$ cat config.mk
export PLATFORM = sky130hd
export DESIGN_NAME = reader_writer_lock_arbiter
export DESIGN_NICKNAME = d
export VERILOG_FILES = /design/src/rtl/rwla_pkg.sv /design/src/rtl/rwla_ram.sv /design/src/rtl/rwla_ctrl.sv /design/src/rtl/reader_writer_lock_arbiter.sv
export VERILOG_INCLUDE_DIRS = /design/src /design/src/rtl
export SDC_FILE = /design/constraint.sdc
export NUM_CORES = 1
export LEC_CHECK = 0
export BUFFER_PORTS_ARGS = -buffer_cell sky130_fd_sc_hd__buf_2
export CAP_MARGIN = 10
export CORE_AREA = 2 2 144 146
export CTS_CLUSTER_SIZE = 12
export DETAILED_ROUTE_END_ITERATION = 10
export DIE_AREA = 0 0 146 148
export HOLD_SLACK_MARGIN = 0.08
export PLACE_DENSITY = 0.75
export SYNTH_ARGS = -nofsm -noshare
export SYNTH_HDL_FRONTEND = slang
export SYNTH_SLANG_ARGS = --single-unit
$ cat constraint.sdc
create_clock -name clk_i -period 3.4 [get_ports clk_i]
set_clock_uncertainty 0.2 [all_clocks]
set_input_delay 0.17 -clock clk_i [delete_from_list [all_inputs] [get_ports clk_i]]
set_output_delay 0.17 -clock clk_i [all_outputs]
set_load 0.01 [all_outputs]
$ cat src/rtl/reader_writer_lock_arbiter_assert.svh
// assertion macros for the readers-writer lock arbiter
// expects clk_i and rst_ni in the scope of every use
`ifndef READER_WRITER_LOCK_ARBITER_ASSERT_SVH
`define READER_WRITER_LOCK_ARBITER_ASSERT_SVH

// same-cycle implication, checked out of reset
`define RWLA_ASSERT_IMP(label, ante, cons, msg) \
  label: assert property (@(posedge clk_i) disable iff (!rst_ni) (ante) |-> (cons)) \
    else $error(msg);

// next-cycle implication, checked out of reset
`define RWLA_ASSERT_NXT(label, ante, cons, msg) \
  label: assert property (@(posedge clk_i) disable iff (!rst_ni) (ante) |=> (cons)) \
    else $error(msg);

`endif

$ cat src/rtl/rwla_pkg.sv
`timescale 1ns / 1ps
// shared types and constants of the readers-writer lock arbiter
// no dependencies
package rwla_pkg;

  // defaults of the top level parameters
  localparam int unsigned QUEUE_DEPTH_DEF    = 16;
  localparam int unsigned THREAD_ID_BITS_DEF = 6;

  // fixed field widths of a transaction
  localparam int unsigned TID_FIELD_BITS = 6;
  localparam int unsigned RC_BITS        = 7;
  localparam logic [RC_BITS-1:0] READER_MAX = '1;

  // at most this many readers are woken by one writer exit
  localparam int unsigned MAX_WAKE  = 16;
  localparam int unsigned WAKE_BITS = $clog2(MAX_WAKE);

  typedef enum logic [1:0] {
    OP_ENTER_READ  = 2'd0,
    OP_ENTER_WRITE = 2'd1,
    OP_EXIT_READ   = 2'd2,
    OP_EXIT_WRITE  = 2'd3
  } op_e;

  typedef enum logic [2:0] {
    KIND_GRANT   = 3'd0,
    KIND_QUEUED  = 3'd1,
    KIND_WOKEN   = 3'd2,
    KIND_NOTHING = 3'd3,
    KIND_ERROR   = 3'd4
  } kind_e;

  typedef struct packed {
    op_e                       op;
    logic [TID_FIELD_BITS-1:0] thread_id;
  } req_t;

  typedef struct packed {
    kind_e                     kind;
    logic [TID_FIELD_BITS-1:0] grant_thread;
    logic                      grant_is_reader;
    logic                      last;
  } res_t;

endpackage

$ cat src/rtl/rwla_ram.sv
`timescale 1ns / 1ps
// generic single write port ram with registered read
// no dependencies
module rwla_ram #(
  parameter int unsigned WIDTH = 8,
  parameter int unsigned DEPTH = 16,
  localparam int unsigned ADDR_BITS = (DEPTH > 1) ? $clog2(DEPTH) : 1
) (
  input  logic                 clk_i,
  input  logic                 we_i,
  input  logic [ADDR_BITS-1:0] waddr_i,
  input  logic [WIDTH-1:0]     wdata_i,
  input  logic [ADDR_BITS-1:0] raddr_i,
  output logic [WIDTH-1:0]     rdata_o
);

  logic [WIDTH-1:0] mem_q [DEPTH];

  // write port, read returns the old contents on a collision
  always_ff @(posedge clk_i) begin
    if (we_i) begin
      mem_q[waddr_i] <= wdata_i;
    end
    rdata_o <= mem_q[raddr_i];
  end

endmodule

$ cat src/rtl/rwla_ctrl.sv
`timescale 1ns / 1ps
// lock state, queue pointers and sequencer of the readers-writer lock arbiter
// depends on rwla_pkg; drives the two wait queue rams
`include "reader_writer_lock_arbiter_assert.svh"
module rwla_ctrl #(
  parameter int unsigned QUEUE_DEPTH    = rwla_pkg::QUEUE_DEPTH_DEF,
  parameter int unsigned THREAD_ID_BITS = rwla_pkg::THREAD_ID_BITS_DEF,
  localparam int unsigned PTR_BITS = $clog2(QUEUE_DEPTH),
  localparam int unsigned CNT_BITS = $clog2(QUEUE_DEPTH + 1)
) (
  input  logic                      clk_i,
  input  logic                      rst_ni,
  input  logic                      in_valid_i,
  output logic                      in_stall_o,
  input  rwla_pkg::req_t            in_data_i,
  output logic                      res_valid_o,
  output rwla_pkg::res_t            res_o,
  input  logic                      res_free_i,
  output logic                      rq_we_o,
  output logic [PTR_BITS-1:0]       rq_waddr_o,
  output logic [THREAD_ID_BITS-1:0] rq_wdata_o,
  output logic [PTR_BITS-1:0]       rq_raddr_o,
  input  logic [THREAD_ID_BITS-1:0] rq_rdata_i,
  output logic                      wq_we_o,
  output logic [PTR_BITS-1:0]       wq_waddr_o,
  output logic [THREAD_ID_BITS-1:0] wq_wdata_o,
  output logic [PTR_BITS-1:0]       wq_raddr_o,
  input  logic [THREAD_ID_BITS-1:0] wq_rdata_i
);
  import rwla_pkg::*;

  typedef enum logic [1:0] {
    ST_IDLE,
    ST_EXEC,
    ST_DRAIN
  } state_e;

  state_e                    state_q, state_d;
  op_e                       op_q, op_d;
  logic [THREAD_ID_BITS-1:0] tid_q, tid_d;
  logic [RC_BITS-1:0]        rc_q, rc_d;
  logic                      wa_q, wa_d;
  logic [PTR_BITS-1:0]       r_head_q, r_head_d, r_tail_q, r_tail_d;
  logic [PTR_BITS-1:0]       w_head_q, w_head_d, w_tail_q, w_tail_d;
  logic [CNT_BITS-1:0]       r_cnt_q, r_cnt_d, w_cnt_q, w_cnt_d;
  logic [WAKE_BITS-1:0]      wake_n_q, wake_n_d;

  logic [THREAD_ID_BITS-1:0] tid_in;
  logic [THREAD_ID_BITS+TID_FIELD_BITS-1:0] tid_in_ext;
  logic [TID_FIELD_BITS-1:0] tid_q_f, rq_rd_f, wq_rd_f;
  logic [THREAD_ID_BITS+TID_FIELD_BITS-1:0] tid_q_ext, rq_rd_ext, wq_rd_ext;
  logic                      r_full, w_full, drain_last;

  function automatic logic [PTR_BITS-1:0] ptr_inc(input logic [PTR_BITS-1:0] p);
    ptr_inc = (p == PTR_BITS'(QUEUE_DEPTH - 1)) ? '0 : p + PTR_BITS'(1);
  endfunction

  // thread id width conversion between the fields and the stored ids
  assign tid_in_ext = {{THREAD_ID_BITS{1'b0}}, in_data_i.thread_id};
  assign tid_in     = tid_in_ext[THREAD_ID_BITS-1:0];
  assign tid_q_ext  = {{TID_FIELD_BITS{1'b0}}, tid_q};
  assign rq_rd_ext  = {{TID_FIELD_BITS{1'b0}}, rq_rdata_i};
  assign wq_rd_ext  = {{TID_FIELD_BITS{1'b0}}, wq_rdata_i};
  assign tid_q_f    = tid_q_ext[TID_FIELD_BITS-1:0];
  assign rq_rd_f    = rq_rd_ext[TID_FIELD_BITS-1:0];
  assign wq_rd_f    = wq_rd_ext[TID_FIELD_BITS-1:0];

  assign r_full     = (r_cnt_q == CNT_BITS'(QUEUE_DEPTH));
  assign w_full     = (w_cnt_q == CNT_BITS'(QUEUE_DEPTH));
  assign drain_last = (r_cnt_q == CNT_BITS'(1)) ||
                      (wake_n_q == WAKE_BITS'(MAX_WAKE - 1));

  // one transaction at a time
  assign in_stall_o = (state_q != ST_IDLE);

  // ram ports: writes at the tails, reads always follow the next head
  assign rq_waddr_o = r_tail_q;
  assign wq_waddr_o = w_tail_q;
  assign rq_wdata_o = tid_q;
  assign wq_wdata_o = tid_q;
  assign rq_raddr_o = r_head_d;
  assign wq_raddr_o = w_head_d;

  // sequencer and lock state update
  always_comb begin
    state_d     = state_q;
    op_d        = op_q;
    tid_d       = tid_q;
    rc_d        = rc_q;
    wa_d        = wa_q;
    r_head_d    = r_head_q;
    r_tail_d    = r_tail_q;
    r_cnt_d     = r_cnt_q;
    w_head_d    = w_head_q;
    w_tail_d    = w_tail_q;
    w_cnt_d     = w_cnt_q;
    wake_n_d    = wake_n_q;
    rq_we_o     = 1'b0;
    wq_we_o     = 1'b0;
    res_valid_o = 1'b0;
    res_o       = '0;
    case (state_q)
      ST_IDLE: begin
        if (in_valid_i) begin
          op_d    = in_data_i.op;
          tid_d   = tid_in;
          state_d = ST_EXEC;
        end
      end
      ST_EXEC: begin
        if (res_free_i) begin
          state_d              = ST_IDLE;
          res_o.last           = 1'b1;
          res_o.grant_thread   = tid_q_f;
          case (op_q)
            OP_ENTER_READ: begin
              res_valid_o           = 1'b1;
              res_o.grant_is_reader = 1'b1;
              if ((w_cnt_q != '0) || wa_q) begin
                if (r_full) begin
                  res_o.kind = KIND_ERROR;
                end else begin
                  rq_we_o    = 1'b1;
                  r_tail_d   = ptr_inc(r_tail_q);
                  r_cnt_d    = r_cnt_q + CNT_BITS'(1);
                  res_o.kind = KIND_QUEUED;
                end
              end else if (rc_q == READER_MAX) begin
                res_o.kind = KIND_ERROR;
              end else begin
                rc_d       = rc_q + RC_BITS'(1);
                res_o.kind = KIND_GRANT;
              end
            end
            OP_ENTER_WRITE: begin
              res_valid_o = 1'b1;
              if ((rc_q != '0) || wa_q) begin
                if (w_full) begin
                  res_o.kind = KIND_ERROR;
                end else begin
                  wq_we_o    = 1'b1;
                  w_tail_d   = ptr_inc(w_tail_q);
                  w_cnt_d    = w_cnt_q + CNT_BITS'(1);
                  res_o.kind = KIND_QUEUED;
                end
              end else begin
                wa_d       = 1'b1;
                res_o.kind = KIND_GRANT;
              end
            end
            OP_EXIT_READ: begin
              res_valid_o = 1'b1;
              if (rc_q == '0) begin
                res_o.kind            = KIND_ERROR;
                res_o.grant_is_reader = 1'b1;
              end else begin
                rc_d = rc_q - RC_BITS'(1);
                if ((rc_q == RC_BITS'(1)) && (w_cnt_q != '0)) begin
                  // last reader out hands the lock to the oldest writer
                  wa_d               = 1'b1;
                  w_head_d           = ptr_inc(w_head_q);
                  w_cnt_d            = w_cnt_q - CNT_BITS'(1);
                  res_o.kind         = KIND_WOKEN;
                  res_o.grant_thread = wq_rd_f;
                end else begin
                  res_o.kind         = KIND_NOTHING;
                  res_o.grant_thread = '0;
                end
              end
            end
            OP_EXIT_WRITE: begin
              if (!wa_q) begin
                res_valid_o = 1'b1;
                res_o.kind  = KIND_ERROR;
              end else if (r_cnt_q != '0) begin
                // waiting readers are released one per cycle while the output register is free
                wa_d     = 1'b0;
                wake_n_d = '0;
                state_d  = ST_DRAIN;
              end else if (w_cnt_q != '0) begin
                res_valid_o        = 1'b1;
                w_head_d           = ptr_inc(w_head_q);
                w_cnt_d            = w_cnt_q - CNT_BITS'(1);
                res_o.kind         = KIND_WOKEN;
                res_o.grant_thread = wq_rd_f;
              end else begin
                res_valid_o        = 1'b1;
                wa_d               = 1'b0;
                res_o.kind         = KIND_NOTHING;
                res_o.grant_thread = '0;
              end
            end
            default: begin
              res_valid_o = 1'b0;
            end
          endcase
        end
      end
      ST_DRAIN: begin
        if (res_free_i) begin
          res_valid_o           = 1'b1;
          res_o.kind            = KIND_WOKEN;
          res_o.grant_thread    = rq_rd_f;
          res_o.grant_is_reader = 1'b1;
          res_o.last            = drain_last;
          r_head_d              = ptr_inc(r_head_q);
          r_cnt_d               = r_cnt_q - CNT_BITS'(1);
          wake_n_d              = wake_n_q + WAKE_BITS'(1);
          if (rc_q != READER_MAX) begin
            rc_d = rc_q + RC_BITS'(1);
          end
          if (drain_last) begin
            wake_n_d = '0;
            state_d  = ST_IDLE;
          end
        end
      end
      default: begin
        state_d = ST_IDLE;
      end
    endcase
  end

  // state and lock registers
  always_ff @(posedge clk_i or negedge rst_ni) begin
    if (!rst_ni) begin
      state_q  <= ST_IDLE;
      op_q     <= OP_ENTER_READ;
      tid_q    <= '0;
      rc_q     <= '0;
      wa_q     <= 1'b0;
      r_head_q <= '0;
      r_tail_q <= '0;
      r_cnt_q  <= '0;
      w_head_q <= '0;
      w_tail_q <= '0;
      w_cnt_q  <= '0;
      wake_n_q <= '0;
    end else begin
      state_q  <= state_d;
      op_q     <= op_d;
      tid_q    <= tid_d;
      rc_q     <= rc_d;
      wa_q     <= wa_d;
      r_head_q <= r_head_d;
      r_tail_q <= r_tail_d;
      r_cnt_q  <= r_cnt_d;
      w_head_q <= w_head_d;
      w_tail_q <= w_tail_d;
      w_cnt_q  <= w_cnt_d;
      wake_n_q <= wake_n_d;
    end
  end

  // readers and a writer never hold the lock together
  `RWLA_ASSERT_IMP(a_excl, wa_q, rc_q == '0, "writer holds lock with readers active")
  // draining only while readers are queued
  `RWLA_ASSERT_IMP(a_drain_nonempty, state_q == ST_DRAIN, r_cnt_q != '0, "drain of empty queue")
  // a woken reader never sees the writer flag
  `RWLA_ASSERT_IMP(a_wake_rd, res_valid_o && res_o.kind == KIND_WOKEN && res_o.grant_is_reader,
                   !wa_q, "reader woken while writer flag set")
  // a woken writer owns the lock afterwards
  `RWLA_ASSERT_NXT(a_wake_wr, res_valid_o && res_o.kind == KIND_WOKEN && !res_o.grant_is_reader,
                   wa_q, "woken writer without writer flag")

endmodule

$ cat src/rtl/reader_writer_lock_arbiter.sv
`timescale 1ns / 1ps
// readers-writer lock arbiter: an accepted transaction moves from idle to the exec state,
// which writes its result into the output register; a writer exit that wakes queued readers
// instead goes on to the drain state, which writes one result per cycle while the output is
// free, paced by the reader queue ram port; no new request is taken until the sequencer is
// back in idle, and output stalls hold it there; reset clears the reader count, writer flag and
// queue pointers at once, no clearing pass; top level over rwla_ctrl, rwla_ram and rwla_pkg
module reader_writer_lock_arbiter #(
  parameter int unsigned QUEUE_DEPTH    = rwla_pkg::QUEUE_DEPTH_DEF,
  parameter int unsigned THREAD_ID_BITS = rwla_pkg::THREAD_ID_BITS_DEF
) (
  input  logic           clk_i,
  input  logic           rst_ni,
  input  logic           in_valid_i,
  output logic           in_stall_o,
  input  rwla_pkg::req_t in_data_i,
  output logic           out_valid_o,
  input  logic           out_stall_i,
  output rwla_pkg::res_t out_data_o
);
  import rwla_pkg::*;

  localparam int unsigned PTR_BITS = $clog2(QUEUE_DEPTH);

  logic                      res_valid, res_free;
  res_t                      res;
  logic                      out_valid_q;
  res_t                      out_q;
  logic                      rq_we, wq_we;
  logic [PTR_BITS-1:0]       rq_waddr, rq_raddr, wq_waddr, wq_raddr;
  logic [THREAD_ID_BITS-1:0] rq_wdata, rq_rdata, wq_wdata, wq_rdata;

  // sequencer
  rwla_ctrl #(
    .QUEUE_DEPTH   (QUEUE_DEPTH),
    .THREAD_ID_BITS(THREAD_ID_BITS)
  ) u_ctrl (
    .clk_i      (clk_i),
    .rst_ni     (rst_ni),
    .in_valid_i (in_valid_i),
    .in_stall_o (in_stall_o),
    .in_data_i  (in_data_i),
    .res_valid_o(res_valid),
    .res_o      (res),
    .res_free_i (res_free),
    .rq_we_o    (rq_we),
    .rq_waddr_o (rq_waddr),
    .rq_wdata_o (rq_wdata),
    .rq_raddr_o (rq_raddr),
    .rq_rdata_i (rq_rdata),
    .wq_we_o    (wq_we),
    .wq_waddr_o (wq_waddr),
    .wq_wdata_o (wq_wdata),
    .wq_raddr_o (wq_raddr),
    .wq_rdata_i (wq_rdata)
  );

  // reader wait queue
  rwla_ram #(
    .WIDTH(THREAD_ID_BITS),
    .DEPTH(QUEUE_DEPTH)
  ) u_rq_ram (
    .clk_i  (clk_i),
    .we_i   (rq_we),
    .waddr_i(rq_waddr),
    .wdata_i(rq_wdata),
    .raddr_i(rq_raddr),
    .rdata_o(rq_rdata)
  );

  // writer wait queue
  rwla_ram #(
    .WIDTH(THREAD_ID_BITS),
    .DEPTH(QUEUE_DEPTH)
  ) u_wq_ram (
    .clk_i  (clk_i),
    .we_i   (wq_we),
    .waddr_i(wq_waddr),
    .wdata_i(wq_wdata),
    .raddr_i(wq_raddr),
    .rdata_o(wq_rdata)
  );

  // output register, refilled in the cycle its transaction leaves
  assign res_free = !out_valid_q || !out_stall_i;

  always_ff @(posedge clk_i or negedge rst_ni) begin
    if (!rst_ni) begin
      out_valid_q <= 1'b0;
    end else if (res_valid) begin
      out_valid_q <= 1'b1;
    end else if (!out_stall_i) begin
      out_valid_q <= 1'b0;
    end
  end

  always_ff @(posedge clk_i) begin
    if (res_valid) begin
      out_q <= res;
    end
  end

  assign out_valid_o = out_valid_q;
  assign out_data_o  = out_q;

endmodule

==> run_results.csv <==
group,metric,value,unit
finish,stdcell_area,13300,sq um
sta,finalCriticalPeriod,3.31,ns
pwr,ir_drop,390,uV
logic_synthesis,synth_edf_count,203,
route,ant_nets,0,
clock_network,clkSinkCount,264,
pwr,p_int,7.56,mW
place,placed_cell_area,12300,sq um
pwr,p_total,11.7,mW
worst_setup_path,critPathLaunchType,"flip-flop",
global_route,grtUsageTotal,24.0,%
global_route,antenna_found_initial,0,
logic_synthesis,synth.distinct_cells,73,
sta,fin_crit_sh,97.3,%
clock_network,insertion_delay,0.54,ns
run_status,run_status,"complete, no violations",
global_route,grt_pass1_wl,40700,um
logic_synthesis,netlist_area,11800,sq um
pwr,power_switching,4.10,mW
global_route,grt_pass1_vias,7486,
worst_setup_path,r2r-end,"u_wq_ram.rdata_o[2]$_DFF_P_",
logic_synthesis,netlist.area_leader.share,51.8,%
sta,worstMarginPinSlew,0.954,ns
route,vias_per_cell,6.20,
sta,grt_setup_unrepaired,"false",
sta,whs,0.133,ns
logic_synthesis,syn-mean-instance-area,13.5,sq um
floorplanning,start_util,58.7,%
pwr,combPwrFrac,33.6,%
worst_setup_path,path_max_fanout,24,
global_route,grt_max_degree,50,
pwr,p_per_area,877,nW/um^2
logic_synthesis,ys_seq_area_share,64.2,%
worst_setup_path,critPathArrivalTime,3.55,ns
sta,maxSlewHeadroom,36.4,%
route,routedWlPerCell,21.4,um
floorplanning,die_height,148,um
finish,drive_gt1_share,12.7,%
place,io_buffers,24,
floorplanning,pin_count,25,
finish,areaGrowthSynthToFinish,12.9,%
sta,tns,0,ns
clock_network,cts_buffers,28,
logic_synthesis,async_flop_share,18.6,%
route,drt_iter0_drc,617,
logic_synthesis,syn_inst,871,
logic_synthesis,ys_ff_latch,264,
floorplanning,rows,52,
worst_setup_path,worstSetupEndpointType,"flip-flop",
place,hpwl,17100,um
logic_synthesis,synth_top_area_cell,"edfxtp_1",
finish,finalNonFillerCells,1212,
sta,final-setup-viol-count,0,
route,first_pass_iters,6,
job,drv_cap,0,
pwr,pwr-share-clk,24.8,%
worst_setup_path,worstSetupPathType,"reg2reg",
place,dp_cells,1147,
worst_setup_path,rrSetupSlack,0.09,ns
hold_path,hold_path_class,"in2async",
pwr,leakagePower,5.11,nW
route,via_count,7510,
pwr,swShare,35.2,%
pwr,p_seq_share,41.6,%
sta,hold_violations,0,
finish,final_nets,958,
worst_setup_path,rr_startpoint,"u_ctrl.rc_q[0]$_DFFE_PN0P_",
logic_synthesis,synth_fp_nets,909,
route,route.detailed.drc,0,
worst_setup_path,rr_worst_depth,10,
clock_network,clkSlewWorstSetupHoldPaths,0.07,ns
floorplanning,core,20000,sq um
clock_network,cts_max_path_buffers,3,
route,wirelength,25900,um
finish,n_antenna_cell,0,
floorplanning,die_w,146,um
logic_synthesis,yosysWarnings,0,
floorplanning,die_area,21600,sq um
sta,final-max-slew-violation-count,0,
place,gp_congestion,0.876,
global_route,grt-ovfl-total,0,
clock_network,clockRootBuffer,"clkbuf_16",
worst_setup_path,crit_required,3.64,ns
sta,max_clock_freq,302,MHz
clock_network,ctsHtreeMaxLevel,1,
logic_synthesis,synth-main-ff-cell,"edfxtp_1",
clock_network,tritoncts,"yes",
logic_synthesis,synth.area.top_cells,"edfxtp_1 (52%), dfrtp_1 (10%), mux2i_1 (8.9%)",
cell usage after synthesis (3+ instances only):
master      n
edfxtp_1  203
mux2i_1   105
nand2_1    57
dfrtp_1    49
o21ai_0    49
nor2_1     35
nand3_1    32
clkbuf_1   26
ha_1       25
a21oi_1    24
inv_1      19
mux2_2     17
nand4_1    16
a32oi_1    13
and2_1     13
nor3_1     13
dfxtp_1    12
buf_2      11
xor2_1     11
a21o_1     10
xnor2_1     9
nand2b_1    8
o211ai_1    8
a21boi_0    7
buf_1       7
a211oi_1    6
a22oi_1     6
a311o_1     6
o221ai_1    6
o31ai_1     6
a221oi_1    5
nor4_1      4
and3_1      3
o21ai_1     3
flip-flops by register name, summed over array words and instances, names as in the netlist:
signal,flops
u_ctrl.rq_waddr_o,4
u_ctrl.wq_waddr_o,4
u_ctrl.r_cnt_q,5
u_ctrl.state_q,2
u_ctrl.r_head_q,4
u_rq_ram.rdata_o,6
u_wq_ram.mem_q,96
u_ctrl.op_q,2
u_ctrl.rc_q,7
u_ctrl.rq_wdata_o,6
u_ctrl.w_head_q,4
out_data_o,11
u_ctrl.wake_n_q,4
u_ctrl.wa_q,1
out_valid_o,1
u_rq_ram.mem_q,96
u_wq_ram.rdata_o,6
u_ctrl.w_cnt_q,5
critical path, stage by stage, from the launching register on:
cell,delay [ns]
dfrtp_1,0.45
inv_1,0.09
ha_1,0.25
or4b_1,0.62
o22ai_4,0.22
and2_0,0.30
buf_4,0.29
o21ai_0,0.13
a32oi_1,0.24
o211ai_1,0.18
o221ai_1,0.23
through the flow:
step / worst slack (ns) / util [%]
final: 0.0922 / 66.3
after global routing: 0.00875 / 66.3
after CTS: 0.125 / 66.2
after detailed placement: -0.0700 / 61.3
after global placement: 0.181 / 61.3
after floorplan: 0.533 / -
worst max-delay path by stage:
stage / startpoint / endpoint
finish: u_ctrl.rc_q[0]$_DFFE_PN0P_ / u_wq_ram.rdata_o[2]$_DFF_P_
CTS: u_ctrl.rc_q[0]$_DFFE_PN0P_ / u_wq_ram.rdata_o[2]$_DFF_P_
floorplan: u_ctrl.rc_q[0]$_DFFE_PN0P_ / u_wq_ram.rdata_o[3]$_DFF_P_
detailed placement: u_ctrl.rc_q[0]$_DFFE_PN0P_ / u_wq_ram.rdata_o[2]$_DFF_P_
global route: u_ctrl.rc_q[0]$_DFFE_PN0P_ / u_wq_ram.rdata_o[4]$_DFF_P_
global placement: u_ctrl.rc_q[0]$_DFFE_PN0P_ / u_wq_ram.rdata_o[0]$_DFF_P_
layer usage:
layer | global-route usage (%) | vias up | wire length [um] | share of wire, %
li1 | - | 3413 | - | -
met1 | 32.3 | 3762 | 10800 | 42
met2 | 40.9 | 289 | 12800 | 49
met3 | 4.10 | 46 | 1750 | 6.7
met4 | 6.70 | 0 | 517 | 2.0
met5 | 0 | - | 0 | 0
cells by family after synthesis:
logic type | after synthesis | share of synthesized area [%]
compound gates | 167 | 9.58
fa+ha+maj | 26 | 2.83
buf+inv | 70 | 2.63
flops | 264 | 64.2
mux | 122 | 10.6
simple gates | 201 | 8.55
xor+xnor | 21 | 1.63
layout by cell type, fill, tap and decap left out, types with 16 or more instances in the layout:
cell type  synthesis  layout
dfrtp_1           49      49
buf_2             11      24
buf_4              2      31
nand3_1           32      32
mux2i_1          105     103
mux2_2            17      17
edfxtp_1         203     203
inv_1             19      19
clkbuf_16          0      29
nand2_1           57      57
ha_1              25      25
o21ai_0           49      49
nand4_1           16      16
nor2_1            35      35
a21oi_1           24      24
power by group through the flow:
| stage | combinational (mW) | clock, mW | sequential (mW) |
|---|---|---|---|
| 3_5_place_dp | 3.83 | 0 | 4.89 |
| 2_1_floorplan | 2.64 | 0 | 4.82 |
| 6_report | 3.91 | 2.89 | 4.86 |
| 3_3_place_gp | 3.66 | 0 | 4.84 |
| 5_1_grt | 4.24 | 3.08 | 4.91 |
| 4_1_cts | 3.86 | 2.93 | 4.84 |
timing repair:
action	CTS	global route
hold endpoints to repair	49	0
pin swaps	0	1
resized for setup	1	2
hold buffers	11	0
buffers inserted	0	2
setup endpoints to repair	6	6
layout make-up:
class	instances	area, sq um
Clock inverter	11	97.6
Inverter	21	82.6
Fill cell	1425	6750
Multi-Input combinational cell	537	3940
Timing Repair Buffer	68	503
Tap cell	270	338
Sequential cell	264	7560
Clock buffer	41	771
(Power assumes the default switching activity.)
